--- src/rtl/hsfc_pkg.sv ---
`default_nettype none
// ----------------------------------------------------------------------------
// hsfc_pkg
// Types and constants shared by the half/single float converter.
// ----------------------------------------------------------------------------
package hsfc_pkg;

   localparam int unsigned VALUE_W = 32;

   typedef enum logic {
      MODE_HALF_TO_SINGLE = 1'b0,
      MODE_SINGLE_TO_HALF = 1'b1
   } mode_type;

   typedef struct packed {
      mode_type           mode;
      logic [VALUE_W-1:0] value;
   } item_type;

   localparam logic [7:0] HALF_BIAS_ADJ = 8'd112;
   localparam logic [7:0] SUB_EXP_BASE  = 8'd113;
   localparam logic [8:0] SINGLE_BIAS   = 9'd127;
   localparam logic [8:0] HALF_BIAS     = 9'd15;
   localparam logic [7:0] SINGLE_EXP_MAX = 8'hFF;
   localparam logic [4:0] HALF_EXP_MAX  = 5'h1F;

endpackage
`default_nettype wire

--- src/rtl/hsfc_convert.sv ---
`default_nettype none
// ----------------------------------------------------------------------------
// hsfc_convert
// Combinational conversion of one item between half and single patterns.
// ----------------------------------------------------------------------------
module hsfc_convert (
   input  wire hsfc_pkg::item_type          item,
   output logic [hsfc_pkg::VALUE_W-1:0]     result
);
   import hsfc_pkg::*;

   logic        h_sign;
   logic [4:0]  h_exp;
   logic [9:0]  h_man;
   logic [3:0]  lz;
   logic [9:0]  h_norm;
   logic [31:0] to_single;
   logic        f_sign;
   logic [8:0]  f_exp;
   logic [9:0]  f_man;
   logic [8:0]  h_exp_full;
   logic [15:0] to_half;

   assign h_sign = item.value[15];
   assign h_exp  = item.value[14:10];
   assign h_man  = item.value[9:0];

   // leading-zero count of the subnormal mantissa, shifts needed to reach bit 10
   always_comb begin
      lz = 4'd10;
      for (int i = 0; i < 10; i++) begin
         if (h_man[i]) lz = 4'(10 - i);
      end
   end

   assign h_norm = 10'(h_man << lz);

   always_comb begin
      if (h_exp == 5'd0) begin
         if (h_man == 10'd0) to_single = {h_sign, 31'd0};
         else to_single = {h_sign, SUB_EXP_BASE - 8'(lz), h_norm, 13'd0};
      end else if (h_exp == HALF_EXP_MAX) begin
         to_single = {h_sign, SINGLE_EXP_MAX, h_man, 13'd0};
      end else begin
         to_single = {h_sign, 8'(h_exp) + HALF_BIAS_ADJ, h_man, 13'd0};
      end
   end

   assign f_sign = item.value[31];
   assign f_exp  = {1'b0, item.value[30:23]};
   assign f_man  = item.value[22:13];
   assign h_exp_full = f_exp + HALF_BIAS;

   // exponent after rebias is f_exp - 112; compare before subtracting
   always_comb begin
      if (h_exp_full <= SINGLE_BIAS) to_half = {f_sign, 15'd0};
      else if (h_exp_full >= SINGLE_BIAS + 9'd31) to_half = {f_sign, HALF_EXP_MAX, 10'd0};
      else to_half = {f_sign, 5'(h_exp_full - SINGLE_BIAS), f_man};
   end

   always_comb begin
      unique case (item.mode)
         MODE_HALF_TO_SINGLE: result = to_single;
         MODE_SINGLE_TO_HALF: result = {16'd0, to_half};
         default:             result = to_single;
      endcase
   end

endmodule
`default_nettype wire

--- src/rtl/half_single_float_converter.sv ---
`default_nettype none
// start reaches rsp_strobe through the input register and then the result register
// throughput: one item per cycle, busy is never raised
// the result register follows the conversion logic; the receiver cannot stall
// reset: synchronous active-high, clears the valid flags only
// ----------------------------------------------------------------------------
// half_single_float_converter
// Converts IEEE half/single bit patterns in either direction by mode.
// ----------------------------------------------------------------------------
module half_single_float_converter (
   input  wire                               clock,
   input  wire                               reset,
   input  wire                               start,
   output logic                              busy,
   input  wire                               req_mode,
   input  wire  [hsfc_pkg::VALUE_W-1:0]      req_value_in,
   output logic                              rsp_strobe,
   output logic [hsfc_pkg::VALUE_W-1:0]      rsp_value_out
);
   import hsfc_pkg::*;

   item_type             item_ff, item_in;
   logic                 valid_ff, valid_in;
   logic [VALUE_W-1:0]   result_ff, result_in;
   logic                 strobe_ff, strobe_in;

   assign busy      = 1'b0;
   assign item_in   = '{mode: mode_type'(req_mode), value: req_value_in};
   assign valid_in  = start & ~busy;
   assign strobe_in = valid_ff;

   hsfc_convert u_convert (
      .item   (item_ff),
      .result (result_in)
   );

   always_ff @(posedge clock) begin
      if (reset) begin
         valid_ff  <= 1'b0;
         strobe_ff <= 1'b0;
      end else begin
         valid_ff  <= valid_in;
         strobe_ff <= strobe_in;
      end
      if (valid_in) item_ff <= item_in;
      if (valid_ff) result_ff <= result_in;
   end

   assign rsp_strobe    = strobe_ff;
   assign rsp_value_out = result_ff;

`ifndef NO_ASSERTIONS
   a_strobe_follows: assert property (@(posedge clock) disable iff (reset)
      (start && !busy) |=> ##1 rsp_strobe) else $error("item lost");
   a_no_spurious: assert property (@(posedge clock) disable iff (reset)
      rsp_strobe |-> $past(start && !busy, 2)) else $error("result invented");
   a_half_upper_zero: assert property (@(posedge clock) disable iff (reset)
      (valid_ff && item_ff.mode == MODE_SINGLE_TO_HALF) |=> result_ff[31:16] == 16'd0)
      else $error("half result upper bits set");
`endif

endmodule
`default_nettype wire

--- config.mk ---
export PLATFORM = sky130hd
export DESIGN_NAME = half_single_float_converter
export DESIGN_NICKNAME = d
export VERILOG_FILES = /design/src/rtl/hsfc_pkg.sv /design/src/rtl/hsfc_convert.sv /design/src/rtl/half_single_float_converter.sv
export SDC_FILE = /design/constraint.sdc
export NUM_CORES = 1
export LEC_CHECK = 0
export ABC_AREA = 1
export BUFFER_PORTS_ARGS = -buffer_cell sky130_fd_sc_hd__buf_2
export CAP_MARGIN = 20
export CORE_ASPECT_RATIO = 0.9
export CORE_MARGIN = 1
export CORE_UTILIZATION = 50
export DETAILED_ROUTE_END_ITERATION = 8
export PLACE_DENSITY = 0.75
export SLEW_MARGIN = 20
export SYNTH_ARGS = -nofsm -noshare
export SYNTH_HDL_FRONTEND = slang
export SYNTH_SLANG_ARGS = --single-unit
--- constraint.sdc ---
create_clock -name clock -period 2.41 [get_ports clock]
set_input_delay 0.241 -clock clock [delete_from_list [all_inputs] [get_ports clock]]
set_output_delay 0.241 -clock clock [all_outputs]
set_load 0.01 [all_outputs]
# After elaboration in Yosys (flattened, before gate mapping)
# Cells that the tools add are included.
# classes
n_shift,1
mux,15
n_eq_ne,1
addsub,4
n_reduce_logical,2
n_lt_le_gt_ge,2
bitwise,1
# ops
cell,count
$mux W31,3
$pmux W32 S2,1
$mux W15,2
$mux W4,7
$logic_not A10 Y1,1
$shl A10 B4 Y10,1
$add A8 B4 Y9 const B,1
$ge A9 B8 Y1 const B,1
$le A9 B7 Y1 const B,1
$add A5 B7 Y8 const B,1
$sub A7 B4 Y8 const A,1
$eq A5 B5 Y1 const B,1
$logic_not A5 Y1,1
$sub A5 B5 Y5 const B,1
$mux W2,2
$not A1 Y1,1
# word_totals
wordCells,31
reg_bits,67

# Depth between registers and ports, before layout
# Gate-level depths: netlist of run 1.
# depth
ltp_word,13
mapped_depth,16

# Cells and area by module
# Synthesis of run 1 repeated with hierarchy kept, for this count alone.
# unflattened
hier_cells,310
area_unflattened_um2,3189.3
# modules_own_cells
module,instances,area_each_um2,cells_each
half_single_float_converter,1,2018.2,73
hsfc_convert,1,1171.1,237

# Least setup slack after synthesis of run 1
# OpenSTA, ideal clock, no wires.
# synth_path
path_kind,register -> register
startpoint,register item_ff[23] in the netlist's numbering
endpoint,"register result_ff[0] (netlist: rsp_value_out[0]), data pin"
arrival_time_ps,1727
path_stages_with_launch,12
period_less_slack_ps,1981
setup_slack_ps,429
required_time_ps,2156
path_buffers,0
setup_time_ps,254
cell_sequence,edfxtp_1 > inv_2 > ha_1 > or2_1 > nand2_2 > nand2_4 > nor2_1 > nand3_1 > o21ai_2 > nor2_4 > nand2_8 > nor2_2
# synth_between
elab_chain_len,5
word_cells_on_any_way,6
# synth_rtl
element,line,source
from (decl),half_single_float_converter.sv:22,"item_type item_ff, item_in;"
from (signal assigned),half_single_float_converter.sv:45,if (valid_in) item_ff <= item_in;
$add A8 B4 Y9 (*),hsfc_convert.sv:52,assign h_exp_full = f_exp + HALF_BIAS;
$ge A9 B8 Y1,hsfc_convert.sv:57,"else if (h_exp_full >= SINGLE_BIAS + 9'd31) to_half = {f_sign, HALF_EXP_MAX, 10'd0};"
$mux W15,hsfc_convert.sv:57,
$mux W15 (*),hsfc_convert.sv:56,"if (h_exp_full <= SINGLE_BIAS) to_half = {f_sign, 15'd0};"
$pmux W32 S2 (*),hsfc_convert.sv:62,unique case (item.mode)
to (signal assigned),half_single_float_converter.sv:46,if (valid_ff) result_ff <= result_in;
to (decl),half_single_float_converter.sv:24,"logic [VALUE_W-1:0] result_ff, result_in;"
# Mark *: on every way between the ends. The rest lies on a longest branch, timed or not.
# A chain may end at the register's enable or synchronous reset.

# Final worst setup path of run 1
# layout_path
startpoint,register item_ff[23] in the netlist's numbering
endpoint,"register result_ff[1] (netlist: rsp_value_out[1]), data pin"
# The elaborated chain is that of the path after synthesis.

==> flow_summary.yaml, run 1 <==
run_status:
  status: "finished clean"
sta:
  fin_setup_tns_ns: 0
  rsz0062_at_grt: "no"
  maxSlewViolCount: 0
  slew_headroom_pct: 48.2
  finClkSkew_ns: 0.00970
  layout_setup_ws_ns: 0.273
  finalCriticalPeriod_ns: 2.14
  max_slew.worst_pin.slew_ns: 0.777
  fin_crit_sh_pct: 88.7
  max_freq_mhz: 468
  hold_viol_final: 0
  setup_violations: 0
layout:
  final_util_pct: 62.9
  drive_above_1_share_pct: 32.1
  nets: 431
  n_antenna_cell: 0
  area_delta_synth_final_pct: 20.1
logic_synthesis:
  ys_ff_latch: 66
  synthCells: 313
  syn_nets: 353
  yosysUniqueCellTypes: 40
  synth_edf_count: 64
  ys_warn_count: 0
  synth_flop_cell: "edfxtp_1"
  synth_area_leaders: "edfxtp_1 (59%), nand2_1 (8.0%), nand3_1 (4.8%)"
  synth_top_cell_by_area: "edfxtp_1"
  synthArstFlopShare_pct: 0
  synthesis.area_sq_mm: 0.00326
  seq_area_frac_synth_pct: 60.2
  syn_avg_cell_area_sq_um: 10.4
  netlist.area_leader.share_pct: 59.0
cts:
  ctsHtreeMaxLevel: 3
  cts_setup_buffers: 0
  ctsHoldBuffers: 0
  numCtsBuffers: 9
  root_buffer: "clkbuf_8"
  insertion_delay_ns: 0.34
  cts_tree: "done"
  clkTransAtPathRegs_ns: 0.07
  cts_resized: 0
  clk_path_buf_depth: 2
  clkSinkCount: 66
floorplanning:
  ios: 70
  placementRows: 27
  dieWidth_um: 87.1
  core_area_sq_mm: 0.00622
  initial_core_util_pct: 52.4
  die_y_um: 78.6
  die_area_sq_mm: 0.00684
worst_setup_path:
  crit_path_max_fanout: 10
  critPathArrivalTime_ns: 2.23
  r2r_slack_ns: 0.27
  cp_data_required_time_ns: 2.51
  startpoint: "item_ff[23]"
  reg2reg_from: "item_ff[23]"
  criticalPathCategory: "flop to flop"
  worstSetupEndpointType: "flop"
  crit_path_frequent_cell: "nor2_4"
  cpMaxStageDelayCell: "edfxtp_1"
  cp_cell_sequence: "inv_2, ha_1, nand3_1, nand2_2, nor2_4, xor2_2, nor2_1, nand3_1, o21ai_2, nor2_4, nand2_8, nor2_4"
  slowest_delay_ns: 0.45
  startpoint_type: "flop"
placed_design:
  io_buffers: 68
  dpl.hpwl_mm: 4.35
  routabilityCongestion: 0.964
  pre_cts_ws_ns: 0.262
global_route:
  track_usage_pct: 19.6
  antenna_found_initial: 0
  grt_pass1_wl_mm: 9.81
  grt_max_degree: 35
  first_global_vias: 2197
  overflow: 0
routing:
  drt_iter0_markers: 214
  first_pass_iters: 5
  drc: 0
  vias: 2355
  detail-route-antenna-nets: 0
  drt-wirelength-per-cell_um: 12.3
  via_per_inst: 4.88
  routed_wl_mm: 5.96
pwr:
  cellLeakagePower_nw: 1.72
  powerDensity_mw_per_mm2: 710
  vdd_drop_max_uv: 431
worst_hold_path:
  worstHoldStart: "reset"
  hold_class: "primary input to flop"
run:
  maxCapViolations: 0
-- per-stage QoR --
stage                     total power, mW  hold WS, ns  cell area, sq um  instances
after floorplan                      1.73        0.312              3260        313
after global placement               1.87        0.409              3710        467
after detailed placement             1.88        0.412              3710        467
after CTS                            2.81       0.0425              3910        483
after global routing                 2.91       0.0355              3910        483
final                                2.78       0.0595              3910        483
-- area by class of cell --
type	count	area [sq um]
fill	552	2300
tap	87	109
sequential	66	1960
multi-input combinational	192	1070
inverter	49	189
clock buffer	9	124
clock inverter	7	77.6
timing repair buffer	73	378
-- Yosys cell counts (2+ instances only) --
cell type / count
nor2_2: 10
nand3_1: 31
a21oi_1: 17
nand2_1: 69
inv_2: 7
buf_4: 2
ha_1: 4
nand4_1: 4
dfxtp_1: 2
nor2_1: 15
nor2_4: 3
o21ai_0: 7
inv_1: 41
xor2_1: 4
xor2_2: 2
edfxtp_1: 64
buf_2: 2
clkbuf_1: 2
nand2_4: 3
o21ai_1: 2
nand2_2: 3
-- flip-flops by register name, indices dropped and copies added (netlist names) --
name,cells
item_ff,33
rsp_strobe,1
rsp_value_out,31
strobe_in,1
-- power by group --
part | switching [mW] | internal (mW)
registers | 0.0457 | 1.36
clock network | 0.438 | 0.486
logic | 0.285 | 0.160
-- worst paths after layout --
path,to,cells after the start
setup / recovery,rsp_value_out[1],12
hold / removal,rsp_strobe,2
setup reg to reg,rsp_value_out[1],12
hold reg to reg,rsp_strobe,2
-- worst max-delay path: cells and delay by family (launching register included) --
kind                     cells  cell delay [ns]
AO/OA/AOI/OAI                1             0.16
XOR/XNOR                     1             0.15
adder cells (fa/ha/maj)      1             0.21
buffers and inverters        1             0.15
flip-flops                   1             0.45
AND/OR/NAND/NOR              8             0.76
-- cell families after synthesis --
kind of cell             count (synthesis)  share of synthesized area [%]
adder cells (fa/ha/maj)                  4                           1.54
other                                    1                          0.115
buffers and inverters                   55                           6.80
flip-flops                              66                           60.2
AO/OA/AOI/OAI                           33                           6.45
AND/OR/NAND/NOR                        147                           22.5
XOR/XNOR                                 7                           2.34
-- per-layer routing --
metal	share of wire, %	GRT usage (%)	wire length, um	vias to the layer above
li1	-	-	-	1195
met1	45	24.4	2660	1048
met2	45	29.7	2690	97
met3	7.8	6.94	466	15
met4	2.5	10.5	148	0
met5	0	0	0	-
-- cell usage in the layout, fill, tap and decap left out, types with 2 or more instances in the layout --
cell | Yosys | final
nand2_4 | 3 | 3
nand2_2 | 3 | 3
buf_4 | 2 | 5
inv_1 | 41 | 41
nand2_1 | 69 | 69
edfxtp_1 | 64 | 64
xor2_2 | 2 | 2
inv_2 | 7 | 7
o21ai_1 | 2 | 2
buf_2 | 2 | 68
nand4_1 | 4 | 4
nor2_2 | 10 | 10
clkbuf_8 | 0 | 9
inv_6 | 0 | 2
nor2_4 | 3 | 3
dfxtp_1 | 2 | 2
nor2_1 | 15 | 15
nand3_1 | 31 | 31
o21ai_0 | 7 | 7
ha_1 | 4 | 4
clkinv_4 | 1 | 3
a21oi_1 | 17 | 17
xor2_1 | 4 | 4
Power figures use the tool's default switching activity.
==> run 2: changes to the inputs <==
Settings changed: PLACE_DENSITY 0.75 to 0.74.
==> flow_summary.yaml, run 2 (same netlist as run 1, synthesis figures left out) <==
sta:
  fin_setup_tns_ns: 0
  rsz0062_at_grt: "no"
  setup_violations: 0
  max_freq_mhz: 457
  finalCriticalPeriod_ns: 2.19
  slew_headroom_pct: 49.3
  max_slew.worst_pin.slew_ns: 0.761
  finClkSkew_ns: 0.00890
  hold_viol_final: 0
  fin_crit_sh_pct: 90.8
  maxSlewViolCount: 0
floorplanning:
  die_y_um: 78.6
  core_area_sq_mm: 0.00622
  ios: 70
  placementRows: 27
  initial_core_util_pct: 52.4
  die_area_sq_mm: 0.00684
  dieWidth_um: 87.1
worst_hold_path:
  hold_class: "primary input to flop"
  worstHoldStart: "reset"
  min_to: "strobe_in"
  worstHoldPathCells: 2
routing:
  via_per_inst: 4.88
  drc: 0
  first_pass_iters: 4
  vias: 2358
  drt_iter0_markers: 188
  detail-route-antenna-nets: 0
  routed_wl_mm: 6.15
  drt-wirelength-per-cell_um: 12.7
pwr:
  vdd_drop_max_uv: 449
  total_power_mw: 2.79
  cellLeakagePower_nw: 1.72
  powerDensity_mw_per_mm2: 712
cts:
  ctsHtreeMaxLevel: 3
  clkSinkCount: 66
  ctsHoldBuffers: 0
  root_buffer: "clkbuf_8"
  insertion_delay_ns: 0.34
  cts_setup_buffers: 0
  cts_resized: 0
  clkTransAtPathRegs_ns: 0.07
  numCtsBuffers: 9
  cts_tree: "done"
  clk_path_buf_depth: 2
placed_design:
  io_buffers: 68
  dpl.cell_count: 467
  routabilityCongestion: 0.945
  dpl.hpwl_mm: 4.40
global_route:
  overflow: 0
  antenna_found_initial: 0
  track_usage_pct: 20.0
  grt_pass1_wl_mm: 10.0
  grt_max_degree: 35
  first_global_vias: 2129
layout:
  area_delta_synth_final_pct: 20.1
  n_antenna_cell: 0
  layout_common_cells: "nand2_1 (69), buf_2 (68), edfxtp_1 (64), inv_1 (41), nand3_1 (31)"
  drive_above_1_share_pct: 32.1
  nets: 431
  regMostFlops: "item_ff"
  mostFrequentLayoutCell: "nand2_1"
  largest_reg_flops: 33
  fin_cells: 483
  final_util_pct: 62.9
worst_setup_path:
  r2r-end: "rsp_value_out[13]"
  worstSetupEndpointType: "flop"
  cpMaxStageDelayCell: "edfxtp_1"
  reg2reg_from: "item_ff[23]"
  criticalPathCategory: "flop to flop"
  startpoint: "item_ff[23]"
  critPathArrivalTime_ns: 2.28
  worstRegToRegCells: 11
  r2r_slack_ns: 0.22
  critPathBufInv: 1
  cp_top_family: "simple AND/OR/NAND/NOR gates"
  cp_data_required_time_ns: 2.50
  crit_path_max_fanout: 5
  startpoint_type: "flop"
  slowest_delay_ns: 0.44
  cp_cell_sequence: "inv_2, ha_1, nand3_1, nand2_2, nor2_4, xor2_2, nand2_1, o31ai_4, nand2_2, o21ai_0, nand2_1"
run_status:
  status: "finished clean"
run:
  maxCapViolations: 0
run 2: cell counts in the layout (fill, tap and decap cells not counted):
No cell type changed its count.
run 2: power breakdown:
part	internal, mW	leakage [nW]	switching, mW
sequential	1.36	0.607	0.0465
combinational	0.159	1.02	0.283
clock	0.486	0.100	0.448
total	2.01	1.72	0.778
run 2: worst max-delay path by stage:
stage | endpoint | slack (ns) | cells after the start
after floorplan | rsp_value_out[0] | 0.43 | 11
after global placement | rsp_value_out[14] | 0.34 | 11
after detailed placement | rsp_value_out[13] | 0.26 | 11
after CTS | rsp_value_out[13] | 0.21 | 11
after global routing | rsp_value_out[7] | 0.07 | 12
final | rsp_value_out[13] | 0.22 | 11
run 2: layer usage:
| metal | wire length [um] | up-vias | GRT usage, % |
|---|---|---|---|
| met5 | 0 | - | 0 |
| met4 | 78 | 0 | 7.50 |
| met3 | 525 | 5 | 8.20 |
| met2 | 2810 | 92 | 29.1 |
| met1 | 2730 | 1061 | 26.5 |
| li1 | - | 1200 | - |
run 2: per-stage QoR:
step | hold WS, ns | cell area [sq um] | worst slack, ns
finish | 0.0603 | 3910 | 0.221
global route | 0.0331 | 3910 | 0.0714
CTS | 0.0346 | 3910 | 0.213
detailed placement | 0.417 | 3710 | 0.256
global placement | 0.414 | 3710 | 0.335
floorplan | 0.312 | 3260 | 0.429
run 2: worst reg2reg max path: cells and delay by family (launching register included):
kind                     cells  cell delay, ns
buffers and inverters        1            0.10
flip-flops                   1            0.44
AO/OA/AOI/OAI                2            0.37
AND/OR/NAND/NOR              6            0.59
adder cells (fa/ha/maj)      1            0.24
XOR/XNOR                     1            0.18
run 2: final cells by class:
class	count	area, sq um
sequential	66	1960
fill	545	2300
clock buffer	9	124
tap	87	109
inverter	49	189
timing repair buffer	73	378
clock inverter	7	77.6
multi-input combinational	192	1070
==> run 3: changes to the inputs <==
Settings changed: PLACE_DENSITY 0.74 to not set, PLACE_DENSITY_LB_ADDON set to 0.12.
==> flow_summary.yaml, run 3 (same netlist as run 1, synthesis figures left out) <==
floorplanning:
  initial_core_util_pct: 52.4
  ios: 70
  die_y_um: 78.6
  placementRows: 27
  die_area_sq_mm: 0.00684
  dieWidth_um: 87.1
  core_area_sq_mm: 0.00622
routing:
  drc: 0
  detail-route-antenna-nets: 0
  via_per_inst: 4.80
  first_pass_iters: 4
  drt-wirelength-per-cell_um: 12.9
  vias: 2325
  drt_iter0_markers: 144
  routed_wl_mm: 6.24
worst_hold_path:
  hold_class: "primary input to flop"
  worstHoldStart: "reset"
pwr:
  netSwitchingPower_mw: 0.752
  cellLeakagePower_nw: 1.72
  p_sw_share_pct: 27.3
  internal_power_mw: 2.00
  p_clk_share_pct: 32.5
  powerDensity_mw_per_mm2: 702
  combPwrFrac_pct: 16.3
  seq_power_share_pct: 51.2
  vdd_drop_max_uv: 566
worst_setup_path:
  cp_data_required_time_ns: 2.50
  cpMaxStageDelayCell: "edfxtp_1"
  criticalPathCategory: "flop to flop"
  critPathArrivalTime_ns: 2.22
  worstSetupEndpointType: "flop"
  cp_cell_sequence: "inv_2, ha_1, or2_1, nand2_2, nand2_4, nor2_1, nand3_1, o21ai_2, nor2_4, nand2_8, nor2_2"
  startpoint_type: "flop"
  slowest_delay_ns: 0.42
  startpoint: "item_ff[23]"
  crit_path_max_fanout: 10
  reg2reg_from: "item_ff[23]"
cts:
  cts_tree: "done"
  root_buffer: "clkbuf_8"
  cts_setup_buffers: 0
  clkTransAtPathRegs_ns: 0.07
  ctsHoldBuffers: 0
  clkSinkCount: 66
  numCtsBuffers: 9
  cts_resized: 0
  insertion_delay_ns: 0.33
  ctsHtreeMaxLevel: 3
  clk_path_buf_depth: 2
layout:
  largest_reg_flops: 33
  layout_common_cells: "nand2_1 (69), buf_2 (68), edfxtp_1 (64), inv_1 (41), nand3_1 (31)"
  area_delta_synth_final_pct: 20.4
  design_area_sq_mm: 0.00392
  final_util_pct: 63.1
  n_antenna_cell: 0
  mostFrequentLayoutCell: "nand2_1"
  nets: 432
  regMostFlops: "item_ff"
  drive_above_1_share_pct: 32.0
sta:
  slew_headroom_pct: 49.6
  fin_setup_tns_ns: 0
  hold_viol_final: 0
  finClkSkew_ns: 0.00696
  finalCriticalPeriod_ns: 2.12
  rsz0062_at_grt: "no"
  maxSlewViolCount: 0
  max_slew.worst_pin.slew_ns: 0.756
  max_freq_mhz: 471
  setup_violations: 0
  fin_crit_sh_pct: 88.1
placed_design:
  placed_cell_area_sq_mm: 0.00373
  routabilityCongestion: 0.925
  io_buffers: 68
  dpl.hpwl_mm: 4.58
global_route:
  grt_max_degree: 35
  antenna_found_initial: 0
  first_global_vias: 2208
  overflow: 0
  track_usage_pct: 20.1
  grt_pass1_wl_mm: 10.2
run:
  maxCapViolations: 0
run_status:
  status: "finished clean"
-- run 3: cell count changes in the layout (fill, tap and decap cells not counted), sizes merged --
cell | before | now
buf | 73 | 74
clkinvlp | 1 | 2
inv | 50 | 49
-- run 3: worst paths after layout --
check,end,depth (start not counted),slack [ns]
worst max register to register,rsp_value_out[0],11,0.29
worst min register to register,rsp_value_out[9],2,0.55
worst max-delay path,rsp_value_out[0],11,0.29
worst min-delay path,strobe_in,2,0.07
-- run 3: per-layer routing --
metal	GRT usage, %	up-vias	part of all wire (%)
met5	0	-	0
li1	-	1199	-
met4	8.67	0	0.99
met2	31.3	75	46
met1	26.6	1044	49
met3	5.05	7	4.4
-- run 3: worst max-delay path, delay by kind of cell (launching register included) --
| family | cells | cell delay [ns] |
|---|---|---|
| buffers and inverters | 1 | 0.09 |
| AO/OA/AOI/OAI | 1 | 0.16 |
| adder cells (fa/ha/maj) | 1 | 0.24 |
| AND/OR/NAND/NOR | 8 | 0.97 |
| flip-flops | 1 | 0.42 |
-- run 3: stage by stage --
stage	std cells	total power, mW	hold WS (ns)	worst slack, ns
CTS	484	2.79	0.0495	0.274
finish	484	2.75	0.0733	0.287
floorplan	313	1.73	0.312	0.429
global placement	468	1.88	0.416	0.321
global route	484	2.89	0.0526	0.0750
detailed placement	468	1.89	0.417	0.280
-- run 3: area by class of cell --
class	count	area, sq um
fill	557	2290
sequential	66	1960
multi-input combinational	192	1070
timing repair buffer	74	398
inverter	49	189
clock buffer	9	124
tap	87	109
clock inverter	7	67.6
-- run 3: power by group through the flow --
stage               Clock, mW  Sequential (mW)  Combinational [mW]
floorplan                   0             1.45               0.282
CTS                     0.931             1.41               0.452
detailed placement          0             1.43               0.450
global route            0.967             1.42               0.505
global placement            0             1.43               0.446
finish                  0.895             1.41               0.450
